$ cat src/sv/srd_pkg.sv
// Shared widths, configuration indexes and transaction types for the radial dead-zone block.
`default_nettype none
package srd_pkg;
    localparam int IN_W    = 15;
    localparam int OUT_W   = 16;
    localparam int DZ_W    = 14;
    localparam int MAX_W   = 15;
    localparam int CFG_W   = 15;
    localparam int CFG_A_W = 1;
    localparam int SQ_W    = 29;
    localparam int S_W     = SQ_W + 1;
    localparam int DZ2_W   = 2 * DZ_W;
    localparam int GUARD   = 8;
    localparam int V_W     = S_W + 2 * GUARD;
    localparam int M_W     = V_W / 2;
    localparam int REM_W   = M_W + 2;
    localparam int PROD_W  = IN_W + MAX_W;
    localparam int NUM_W   = PROD_W + M_W;
    localparam int DEN_W   = M_W + MAX_W;
    localparam int QW      = OUT_W;
    localparam int DIV_W   = NUM_W + 2;

    localparam logic [CFG_A_W-1:0] CFG_DEAD_ZONE = 1'b0;
    localparam logic [CFG_A_W-1:0] CFG_MAX_LEVEL = 1'b1;

    localparam logic [DZ_W-1:0]  DZ_RESET  = DZ_W'(1638);
    localparam logic [MAX_W-1:0] MAX_RESET = MAX_W'(13107);

    typedef struct packed {
        logic signed [IN_W-1:0] x;
        logic signed [IN_W-1:0] y;
        logic [S_W-1:0]         s;
        logic                   cfg_err;
        logic                   dead;
    } item_t;
endpackage
`default_nettype wire

$ cat src/sv/srd_fifo.sv
// Two-entry queue between the front end and the arithmetic back end.
`default_nettype none
module srd_fifo (
    input  wire logic           clk,
    input  wire logic           rst_n,
    input  wire logic           push,
    input  wire srd_pkg::item_t wdata,
    input  wire logic           pop,
    output srd_pkg::item_t      rdata,
    output logic                full,
    output logic                empty
);
    srd_pkg::item_t mem_reg [0:1];
    logic           wp_reg;
    logic           rp_reg;
    logic [1:0]     cnt_reg;

    assign full  = cnt_reg == 2'd2;
    assign empty = cnt_reg == 2'd0;
    assign rdata = mem_reg[rp_reg];

    always_ff @(posedge clk or negedge rst_n)
    begin
        if (!rst_n)
        begin
            wp_reg  <= 1'b0;
            rp_reg  <= 1'b0;
            cnt_reg <= 2'd0;
        end
        else
        begin
            if (push)
            begin
                wp_reg <= !wp_reg;
            end
            if (pop)
            begin
                rp_reg <= !rp_reg;
            end
            cnt_reg <= cnt_reg + 2'(push) - 2'(pop);
        end
    end

    always_ff @(posedge clk)
    begin
        if (push)
        begin
            mem_reg[wp_reg] <= wdata;
        end
    end
endmodule
`default_nettype wire

$ cat config.mk
export PLATFORM = sky130hd
export DESIGN_NAME = srd_fifo
export DESIGN_NICKNAME = d
export VERILOG_FILES = /design/src/sv/srd_pkg.sv /design/src/sv/srd_fifo.sv
export SDC_FILE = /design/constraint.sdc
export NUM_CORES = 1
export LEC_CHECK = 0
export BUFFER_PORTS_ARGS = -buffer_cell sky130_fd_sc_hd__buf_2
export CELL_PAD_IN_SITES_DETAIL_PLACEMENT = 1
export CELL_PAD_IN_SITES_GLOBAL_PLACEMENT = 2
export CORE_MARGIN = 5
export CORE_UTILIZATION = 40
export CTS_CLUSTER_SIZE = 8
export DETAILED_ROUTE_END_ITERATION = 6
export MAX_ROUTING_LAYER = met4
export PLACE_DENSITY_LB_ADDON = 0.1
export SYNTH_ARGS = -nofsm -noshare
export SYNTH_HDL_FRONTEND = slang
export SYNTH_SLANG_ARGS = --single-unit
export TNS_END_PERCENT = 30
$ cat constraint.sdc
create_clock -name clk -period 11.8 [get_ports clk]
set_clock_uncertainty 0.2 [all_clocks]
set_input_delay 1.18 -clock clk [delete_from_list [all_inputs] [get_ports clk]]
set_output_delay 1.18 -clock clk [all_outputs]
set_load 0.01 [all_outputs]
==> results by group <==
STA
  – Final hold viol count: 0
  – Total negative setup slack: 0 ns
  – Min Hold Slack: 0.346 ns
  – Slew HR: 44.2%
  – RSZ-0062 raised after global routing: no
  – Fin. max-slew vios: 0
  – Pin slew with the least headroom to its limit: 0.835 ns
  – Fin crit period: ~3.7 ns
  – Period utilization: 31.4%
  – FMAX: 270 MHz
  – Final setup vio count: 0

Clock tree
  – CTS Buf Count: 17
  – CTS sink cnt: about 130
  – Post CTS Setup Buffer Count: 0
  – Hold_buf cts: 0
  – CTS tree: done
  – CTS H-tree depth: 4
  – CTS root buf: clkbuf_16
  – Worst skew pair latency: 0.40 ns
  – Clk buf depth: 2
  – CTS clk-pin slew, worst paths: ~0.05 ns
  – # resized after CTS: 0

Placed design
  – Dpl hpwl: 6.04 mm
  – RD Place Congestion: 0.668
  – Placed insts: roughly 500
  – Port bufs: 129

Final layout
  – Final Util: about half
  – Share of cells above drive strength 1: 60.9%
  – Max FFs per register: 124
  – Syn-to-layout area delta: 25.5%
  – Final cell count without fillers: 531
  – Filler Cells Inserted: 1157
  – Final #Nets: 420
  – Diodes inserted: 0

Power and ir drop
  – Pwr per Cell Area: roughly 250 nW/um2
  – Pwr Total: roughly 1.5 mW
  – VDD IR max: 0.000118 V
  – Static leakage: 2.55 nW

Run
  – Max-cap violations: 0

Setup path
  – Worst setup path category: reg -> out
  – CP Capture Type: primary output
  – Data arrival time of the worst path: 2.33 ns
  – Worst EP required: ~10 ns
  – CP Launch Type: flip-flop
  – Worst-path fanout max: 35

Yosys
  – Syn_nets: 276
  – Syn_area_per_cell: approximately 24 um2
  – Yosys cell types: 13
  – Most frequent cell after synthesis: edfxtp_1
  – Post-Synth XOR/XNOR Area: 0.831%
  – Complex-gate fraction of the synthesized area: 0%
  – Primary FF master, synth: edfxtp_1
  – Synth Area in Adders: less than 1%
  – Largest family of logic cells by synthesized area: multiplexers
  – Top cells by area, synth: edfxtp_1 (75%), mux2_4 (18%), buf_12 (2.4%), dfrtp_1 (2.0%), mux2_2 (0.68%)
  – Seq/Total Area, Yosys: 76.9%
  – Post-synthesis mux area share: between 15 and 20%
  – Warnings from Yosys: 0
  – Commonest cells in the synthesized netlist: edfxtp_1 (124), mux2_4 (59), buf_12 (6)
  – Synth Area in Simple Gates: 0.453%
  – Synth Register Bits: 128
  – Synth area leader: edfxtp_1
  – Area of the mapped netlist: 4970 um2
  – Post-synth EDFFs: 124
  – Share of the synthesized area in the top cell type: 74.9%
  – Synth async-reset ratio: 3.13%
  – Syn Inst Count: approximately 210

GRT
  – Gr ovfl total: 0
  – First-pass GRT wire length: 13.6 mm
  – Antenna violations before repair: 0
  – Largest net degree at the start of global routing: 36
  – Number of global-route vias before repair: around 2700
  – GR Util All Layers: approximately 13%

Floorplan
  – Initial Util: 41.0%
  – Total core area: 12100 um2
  – Die Height: 121 um
  – DIE WIDTH: roughly 120 um
  – Die area: 14800 um2
  – Num rows: 40
  – Io pins: 130

Routing
  – Remaining DRCs: 0
  – Total wire length: 8.89 mm
  – DRT Pass-1 Iters: 4
  – Drt wl/cell: between 15 and 20 um
  – DRT iter0 DRCs: between 60 and 70
  – Vias: 2359
  – Mean number of vias per cell: 4.44
  – Antenna-violating nets left: 0

Run status
  – Status: finished clean

Min path
  – Hold Crit Class: reg -> reg
final timing paths:
check	start	end	slack (ns)	cells past startpoint
max in group asynchronous	rst_n	rp_reg	10.89	1
worst min register to register	wp_reg	wp_reg	0.35	1
worst min-delay path	wp_reg	wp_reg	0.35	1
min in group asynchronous	rst_n	cnt_reg[0]	0.38	1
worst max-delay path	rp_reg	rdata[2]	8.09	3
worst max register to register	wp_reg	mem_reg[0][49]	9.57	2
cells in the final DEF (no fill, tap or decap):
cell type / instances
buf_2: 129
edfxtp_1: 124
mux2_4: 59
clkbuf_16: 17
clkinv_2: 5
clkbuf_1: 4
mux2_2: 3
dfrtp_1: 3
buf_4: 3
inv_1: 2
xor2_1: 2
ha_1: 2
clkinv_1: 2
xor3_1: 1
nor2b_4: 1
nor2_1: 1
nor2b_1: 1
and2_2: 1
clkinvlp_4: 1
bufinv_16: 1
dfrtp_4: 1
critical path, stage by stage, from the launching register on:
cell	delay [ns]
dfrtp_4	0.77
buf_4	0.64
mux2_4	0.36
buf_2	0.14
through the flow:
step / instance area, um2 / worst slack, ns
floorplan: 4970 / 7.20
global placement: 5730 / 8.45
detailed placement: 5730 / 8.44
CTS: 6240 / 8.00
global route: 6240 / 7.96
finish: 6240 / 8.09
final cells by class:
type / instances / area [um2] / share of cell area [%]
repair buffers: 132 / 668 / 10.7
inverters: 2 / 7.51 / 0.120
multi-input cells: 71 / 1020 / 16.3
well taps: 168 / 210 / 3.37
flip-flops and latches: 128 / 3830 / 61.3
clock buffers: 21 / 440 / 7.06
clock inverters: 9 / 70.1 / 1.12
per-layer routing:
layer	GRT usage (%)	part of all wire, %	vias to the layer above
met5	-	0	-
met4	6.30	1.3	0
met3	4.57	6.8	9
met2	21.3	52	81
met1	13.9	39	1156
li1	-	-	1113
cells by family (layout without fill, tap and decap cells):
logic type | after synthesis | count (layout)
and+or+nand+nor | 4 | 4
adders and majority gates | 2 | 2
DFF | 128 | 128
buffers and inverters | 9 | 164
muxes | 62 | 62
xor gates and xnor gates | 3 | 3
report_power, final:
part	total, mW	internal [mW]	switching (mW)	leakage (nW)
combinational	0.434	0.234	0.200	1.09
clock	0.449	0.283	0.167	0.251
sequential	0.656	0.606	0.0497	1.21
total	1.54	1.12	0.417	2.55
(Power assumes the default switching activity.)
