## src/sv/srd_pkg.sv

```systemverilog
// Shared widths, configuration indexes and transaction types for the radial dead-zone block.
`default_nettype none
package srd_pkg;
    localparam int IN_W    = 15;
    localparam int OUT_W   = 16;
    localparam int DZ_W    = 14;
    localparam int MAX_W   = 15;
    localparam int CFG_W   = 15;
    localparam int CFG_A_W = 1;
    localparam int SQ_W    = 29;
    localparam int S_W     = SQ_W + 1;
    localparam int DZ2_W   = 2 * DZ_W;
    localparam int GUARD   = 8;
    localparam int V_W     = S_W + 2 * GUARD;
    localparam int M_W     = V_W / 2;
    localparam int REM_W   = M_W + 2;
    localparam int PROD_W  = IN_W + MAX_W;
    localparam int NUM_W   = PROD_W + M_W;
    localparam int DEN_W   = M_W + MAX_W;
    localparam int QW      = OUT_W;
    localparam int DIV_W   = NUM_W + 2;

    localparam logic [CFG_A_W-1:0] CFG_DEAD_ZONE = 1'b0;
    localparam logic [CFG_A_W-1:0] CFG_MAX_LEVEL = 1'b1;

    localparam logic [DZ_W-1:0]  DZ_RESET  = DZ_W'(1638);
    localparam logic [MAX_W-1:0] MAX_RESET = MAX_W'(13107);

    typedef struct packed {
        logic signed [IN_W-1:0] x;
        logic signed [IN_W-1:0] y;
        logic [S_W-1:0]         s;
        logic                   cfg_err;
        logic                   dead;
    } item_t;
endpackage
`default_nettype wire

```

## src/sv/srd_front.sv

```systemverilog
// Front end: accept a sample, square the axes and classify against the configuration.
`default_nettype none
module srd_front (
    input  wire logic                            clk,
    input  wire logic                            rst_n,
    input  wire logic                            start,
    output logic                                 busy,
    input  wire logic signed [srd_pkg::IN_W-1:0] x_in,
    input  wire logic signed [srd_pkg::IN_W-1:0] y_in,
    input  wire logic [srd_pkg::DZ_W-1:0]        dz,
    input  wire logic [srd_pkg::MAX_W-1:0]       max_level,
    input  wire logic                            full,
    output logic                                 push,
    output srd_pkg::item_t                       item
);
    logic                              adv;
    logic signed [2*srd_pkg::IN_W-1:0] xw;
    logic signed [2*srd_pkg::IN_W-1:0] yw;
    logic signed [2*srd_pkg::IN_W-1:0] xx;
    logic signed [2*srd_pkg::IN_W-1:0] yy;
    logic [srd_pkg::DZ2_W-1:0]         dz2_reg;
    logic                              f1_vld_reg;
    logic signed [srd_pkg::IN_W-1:0]   f1_x_reg;
    logic signed [srd_pkg::IN_W-1:0]   f1_y_reg;
    logic [srd_pkg::SQ_W-1:0]          f1_xx_reg;
    logic [srd_pkg::SQ_W-1:0]          f1_yy_reg;
    logic                              f2_vld_reg;
    srd_pkg::item_t                    f2_reg;
    logic [srd_pkg::S_W-1:0]           s_next;

    assign xw   = (2*srd_pkg::IN_W)'(x_in);
    assign yw   = (2*srd_pkg::IN_W)'(y_in);
    assign xx   = xw * xw;
    assign yy   = yw * yw;
    assign adv  = !(f2_vld_reg && full);
    assign busy = !adv;
    assign push = f2_vld_reg && !full;
    assign item = f2_reg;
    assign s_next = srd_pkg::S_W'(f1_xx_reg) + srd_pkg::S_W'(f1_yy_reg);

    always_ff @(posedge clk or negedge rst_n)
    begin
        if (!rst_n)
        begin
            f1_vld_reg <= 1'b0;
            f2_vld_reg <= 1'b0;
        end
        else if (adv)
        begin
            f1_vld_reg <= start;
            f2_vld_reg <= f1_vld_reg;
        end
    end

    always_ff @(posedge clk)
    begin
        dz2_reg <= srd_pkg::DZ2_W'(dz) * srd_pkg::DZ2_W'(dz);
        if (adv)
        begin
            f1_x_reg       <= x_in;
            f1_y_reg       <= y_in;
            f1_xx_reg      <= xx[srd_pkg::SQ_W-1:0];
            f1_yy_reg      <= yy[srd_pkg::SQ_W-1:0];
            f2_reg.x       <= f1_x_reg;
            f2_reg.y       <= f1_y_reg;
            f2_reg.s       <= s_next;
            f2_reg.dead    <= s_next < srd_pkg::S_W'(dz2_reg);
            f2_reg.cfg_err <= max_level <= srd_pkg::MAX_W'(dz);
        end
    end
endmodule
`default_nettype wire

```

## config.mk

```make
export PLATFORM = sky130hd
export DESIGN_NAME = srd_front
export DESIGN_NICKNAME = d
export VERILOG_FILES = /design/src/sv/srd_pkg.sv /design/src/sv/srd_front.sv
export SDC_FILE = /design/constraint.sdc
export NUM_CORES = 2
export LEC_CHECK = 0
export ABC_CLOCK_PERIOD_IN_PS = 14050
export BUFFER_PORTS_ARGS = -buffer_cell sky130_fd_sc_hd__buf_2
export CORE_UTILIZATION = 45
export DETAILED_ROUTE_END_ITERATION = 8
export RECOVER_POWER = 25
export REMOVE_ABC_BUFFERS = 1
export SLEW_MARGIN = 30
export SYNTH_ARGS = -nofsm -noshare
export SYNTH_HDL_FRONTEND = slang
export SYNTH_SLANG_ARGS = --single-unit
export TNS_END_PERCENT = 5
```

## constraint.sdc

```tcl
create_clock -name clk -period 14.05 [get_ports clk]
set_input_delay 2.81 -clock clk [delete_from_list [all_inputs] [get_ports clk]]
set_output_delay 2.81 -clock clk [all_outputs]
set_load 0.1 [all_outputs]
```

==> metrics.txt <==
horizontal die dimension 250 µm; post-route fraction of the period consumed by the critical path between 70% and 80%; First-pass DRT Iterations 5; cells taking the most area after synthesis fa_1 (36%), edfxtp_1 (16%), ha_1 (15%); final-layout setup total negative slack 0 ns; post-detail-place hpwl 48500 µm; Mean Syn Cell Area around 9.9 µm²; wire length per cell approximately 16 µm; Worst Reg-to-Reg Cells 18; drt first-iter violations 830; initial antenna violation count 0; crit path kind input port to flip-flop; Finish-stage setup viols 0; cell depth of the worst min-delay path 0; critical path startpoint category input port; setup slack of the worst register-to-register path between 8 and 9 ns; Period minus WS final between 9 and 10 ns; yosys synthesis warning count 0; total area of multi-input combinational cells between 15000 and 20000 µm²; largest net degree at the start of global routing 63; DIE AREA between 60000 and 70000 µm²; count of unique library cells instantiated by Yosys 65; sequential cell area fraction in the yosys report ~18%; area leader, netlist fa_1; Via Count 18500; Antenna diodes 0; synthesized area 27700 µm²; number of flip-flops under the largest register name between 60 and 70; clock insertion delay at the later pin of the skew report 0.47 ns; total wirelength of the detailed-routed design between 50000 and 60000 µm; result of the run finished with violations; Reg clk slew, reported paths 0.08 ns; layout overhead on the synthesized area 7.08%; register area 4970 µm²; layout filler cell count approximately 5700; Top Ports roughly 130; vias per cell a little over 5; number of nets in the layout 3770; max-capacitance violation count 1; Max Fclk approximately 0.10 GHz; RePlAce Congestion 0.894; post-cts repair resize count 0; Post-synth ARST share 1.14%; Starting Density a little under half; biggest fanout along the worst timing path 16; number of buffers inserted by post-CTS setup repair 0; origin of the critical flop-to-flop path f1_xx_reg[3]; most frequent cell after synthesis inv_1; start point of the worst min-delay path f1_y_reg[5]; CP Capture Type flip-flop; number of synthesized register bits approximately 180; required time worst endpoint roughly 14 ns; setup clock skew after layout around 0.013 ns; Remaining Overflow, GRT 0; GR Util All Layers between 20% and 30%; number of global-route vias before repair 20300; Slew Limit Headroom -0.750%; CTS tree built; cts bufs inserted 17; level count of the clock H-tree 4; total count of hold-check failures in the final report 0; share of the synthesized area in the top cell type a little over a third; setup repair after global routing missed its margin false; buffer type at the clock tree root clkbuf_16; core box area 60600 µm²; cell count after synthesis 2783; prevailing post-synth register cell edfxtp_1; Final Slew Violations 31; worst min path class flip-flop to flip-flop; most instantiated cells after synthesis inv_1 (823), fa_1 (504), ha_1 (323), nand2_1 (214), edfxtp_1 (146); EDFF count, synth ~150; Die Height about 250 µm; Worst EP arrival approximately 10 ns; violated checks max-capacitance violations, max-slew violations; share of cells above drive strength 1 ~5.2%; floorplan row count 90; Port-buffer cells around 130; count of antenna-violating nets left after detailed routing 0; worst slew pin tran roughly 1.5 ns; clock sink count about 180; hold buffer count at CTS 0; total DRC errors in the routed layout 0; wire length of the first global-routing pass ~100000 µm; maximum clock insertion buffer count 2; Worst setup startpoint y_in[14]
==> layout by cell type (no fill, tap or decap), types with 36 or more instances in the layout <==
master    count
nor2_1      122
fa_1        504
xor2_1       36
ha_1        323
a21o_1       46
edfxtp_1    146
inv_1       823
and2_1       72
nand2_1     214
a21oi_1      76
buf_2        93
xnor2_1      91
==> worst paths after layout <==
path	to
max reg2reg	item[0]
min in group asynchronous	f2_vld_reg
min reg2reg	item[37]
max in group asynchronous	f1_vld_reg
max	f1_yy_reg[28]
min	item[37]
==> metrics by stage <==
step           instance area [µm²]  setup slack, ns  cells  util, %  hold slack [ns]
6_report                     29600             4.21   3675     48.9            0.418
2_1_floorplan                27500             3.55   2733        -            0.400
4_1_cts                      29700             4.66   3675     49.0            0.420
3_3_place_gp                 29100             4.36   3643     48.1            0.401
5_1_grt                      29600             3.75   3675     48.9            0.421
3_5_place_dp                 29100             4.20   3643     48.1            0.405
==> layout make-up <==
class / count / share of cell area (%)
well taps: 782 / 3.30
flip-flops and latches: 175 / 16.8
clock buffers: 17 / 1.44
multi-input cells: 1731 / 65.4
inverters: 827 / 10.5
clock inverters: 15 / 0.549
repair buffers: 128 / 2.04
==> worst max-delay path, stage by stage <==
cell       delay [ns]
clkbuf_1         0.47
inv_1            0.47
nor2_1           0.38
fa_1             0.61
fa_1             0.77
inv_1            0.19
fa_1             0.52
inv_1            0.06
fa_1             0.49
fa_1             0.49
inv_1            0.05
fa_1             0.47
inv_1            0.04
ha_1             0.34
nand2_1          0.11
a21oi_1          0.23
nor4_1           0.10
a2111oi_0        0.71
o31ai_1          0.18
a21boi_1         0.28
and4_1           0.23
nor3_1           0.05
==> cells by family (layout without fill, tap and decap cells) <==
logic type                 count (synthesis)  in the layout  synth area share (%)
buffers and inverters                    877            987                  11.9
adders and majority gates                827            827                  51.1
and+or+nand+nor                          518            518                  8.55
AOI/OAI and AO/OA                        255            255                  6.33
DFF                                      175            175                  18.0
xor gates and xnor gates                 127            127                  4.02
muxes                                      4              4                 0.163
==> routing by layer <==
| layer | share of wire (%) | global-route usage [%] | vias to the layer above |
|---|---|---|---|
| li1 | - | - | 8660 |
| met3 | 4.3 | 2.33 | 92 |
| met1 | 41 | 25.0 | 9352 |
| met2 | 52 | 36.0 | 378 |
| met5 | 0 | 0 | - |
| met4 | 2.7 | 7.05 | 0 |
Power is left out: the tool's default activity adds up to more than one toggle a clock period on the data nets, which glitch-free logic cannot reach.
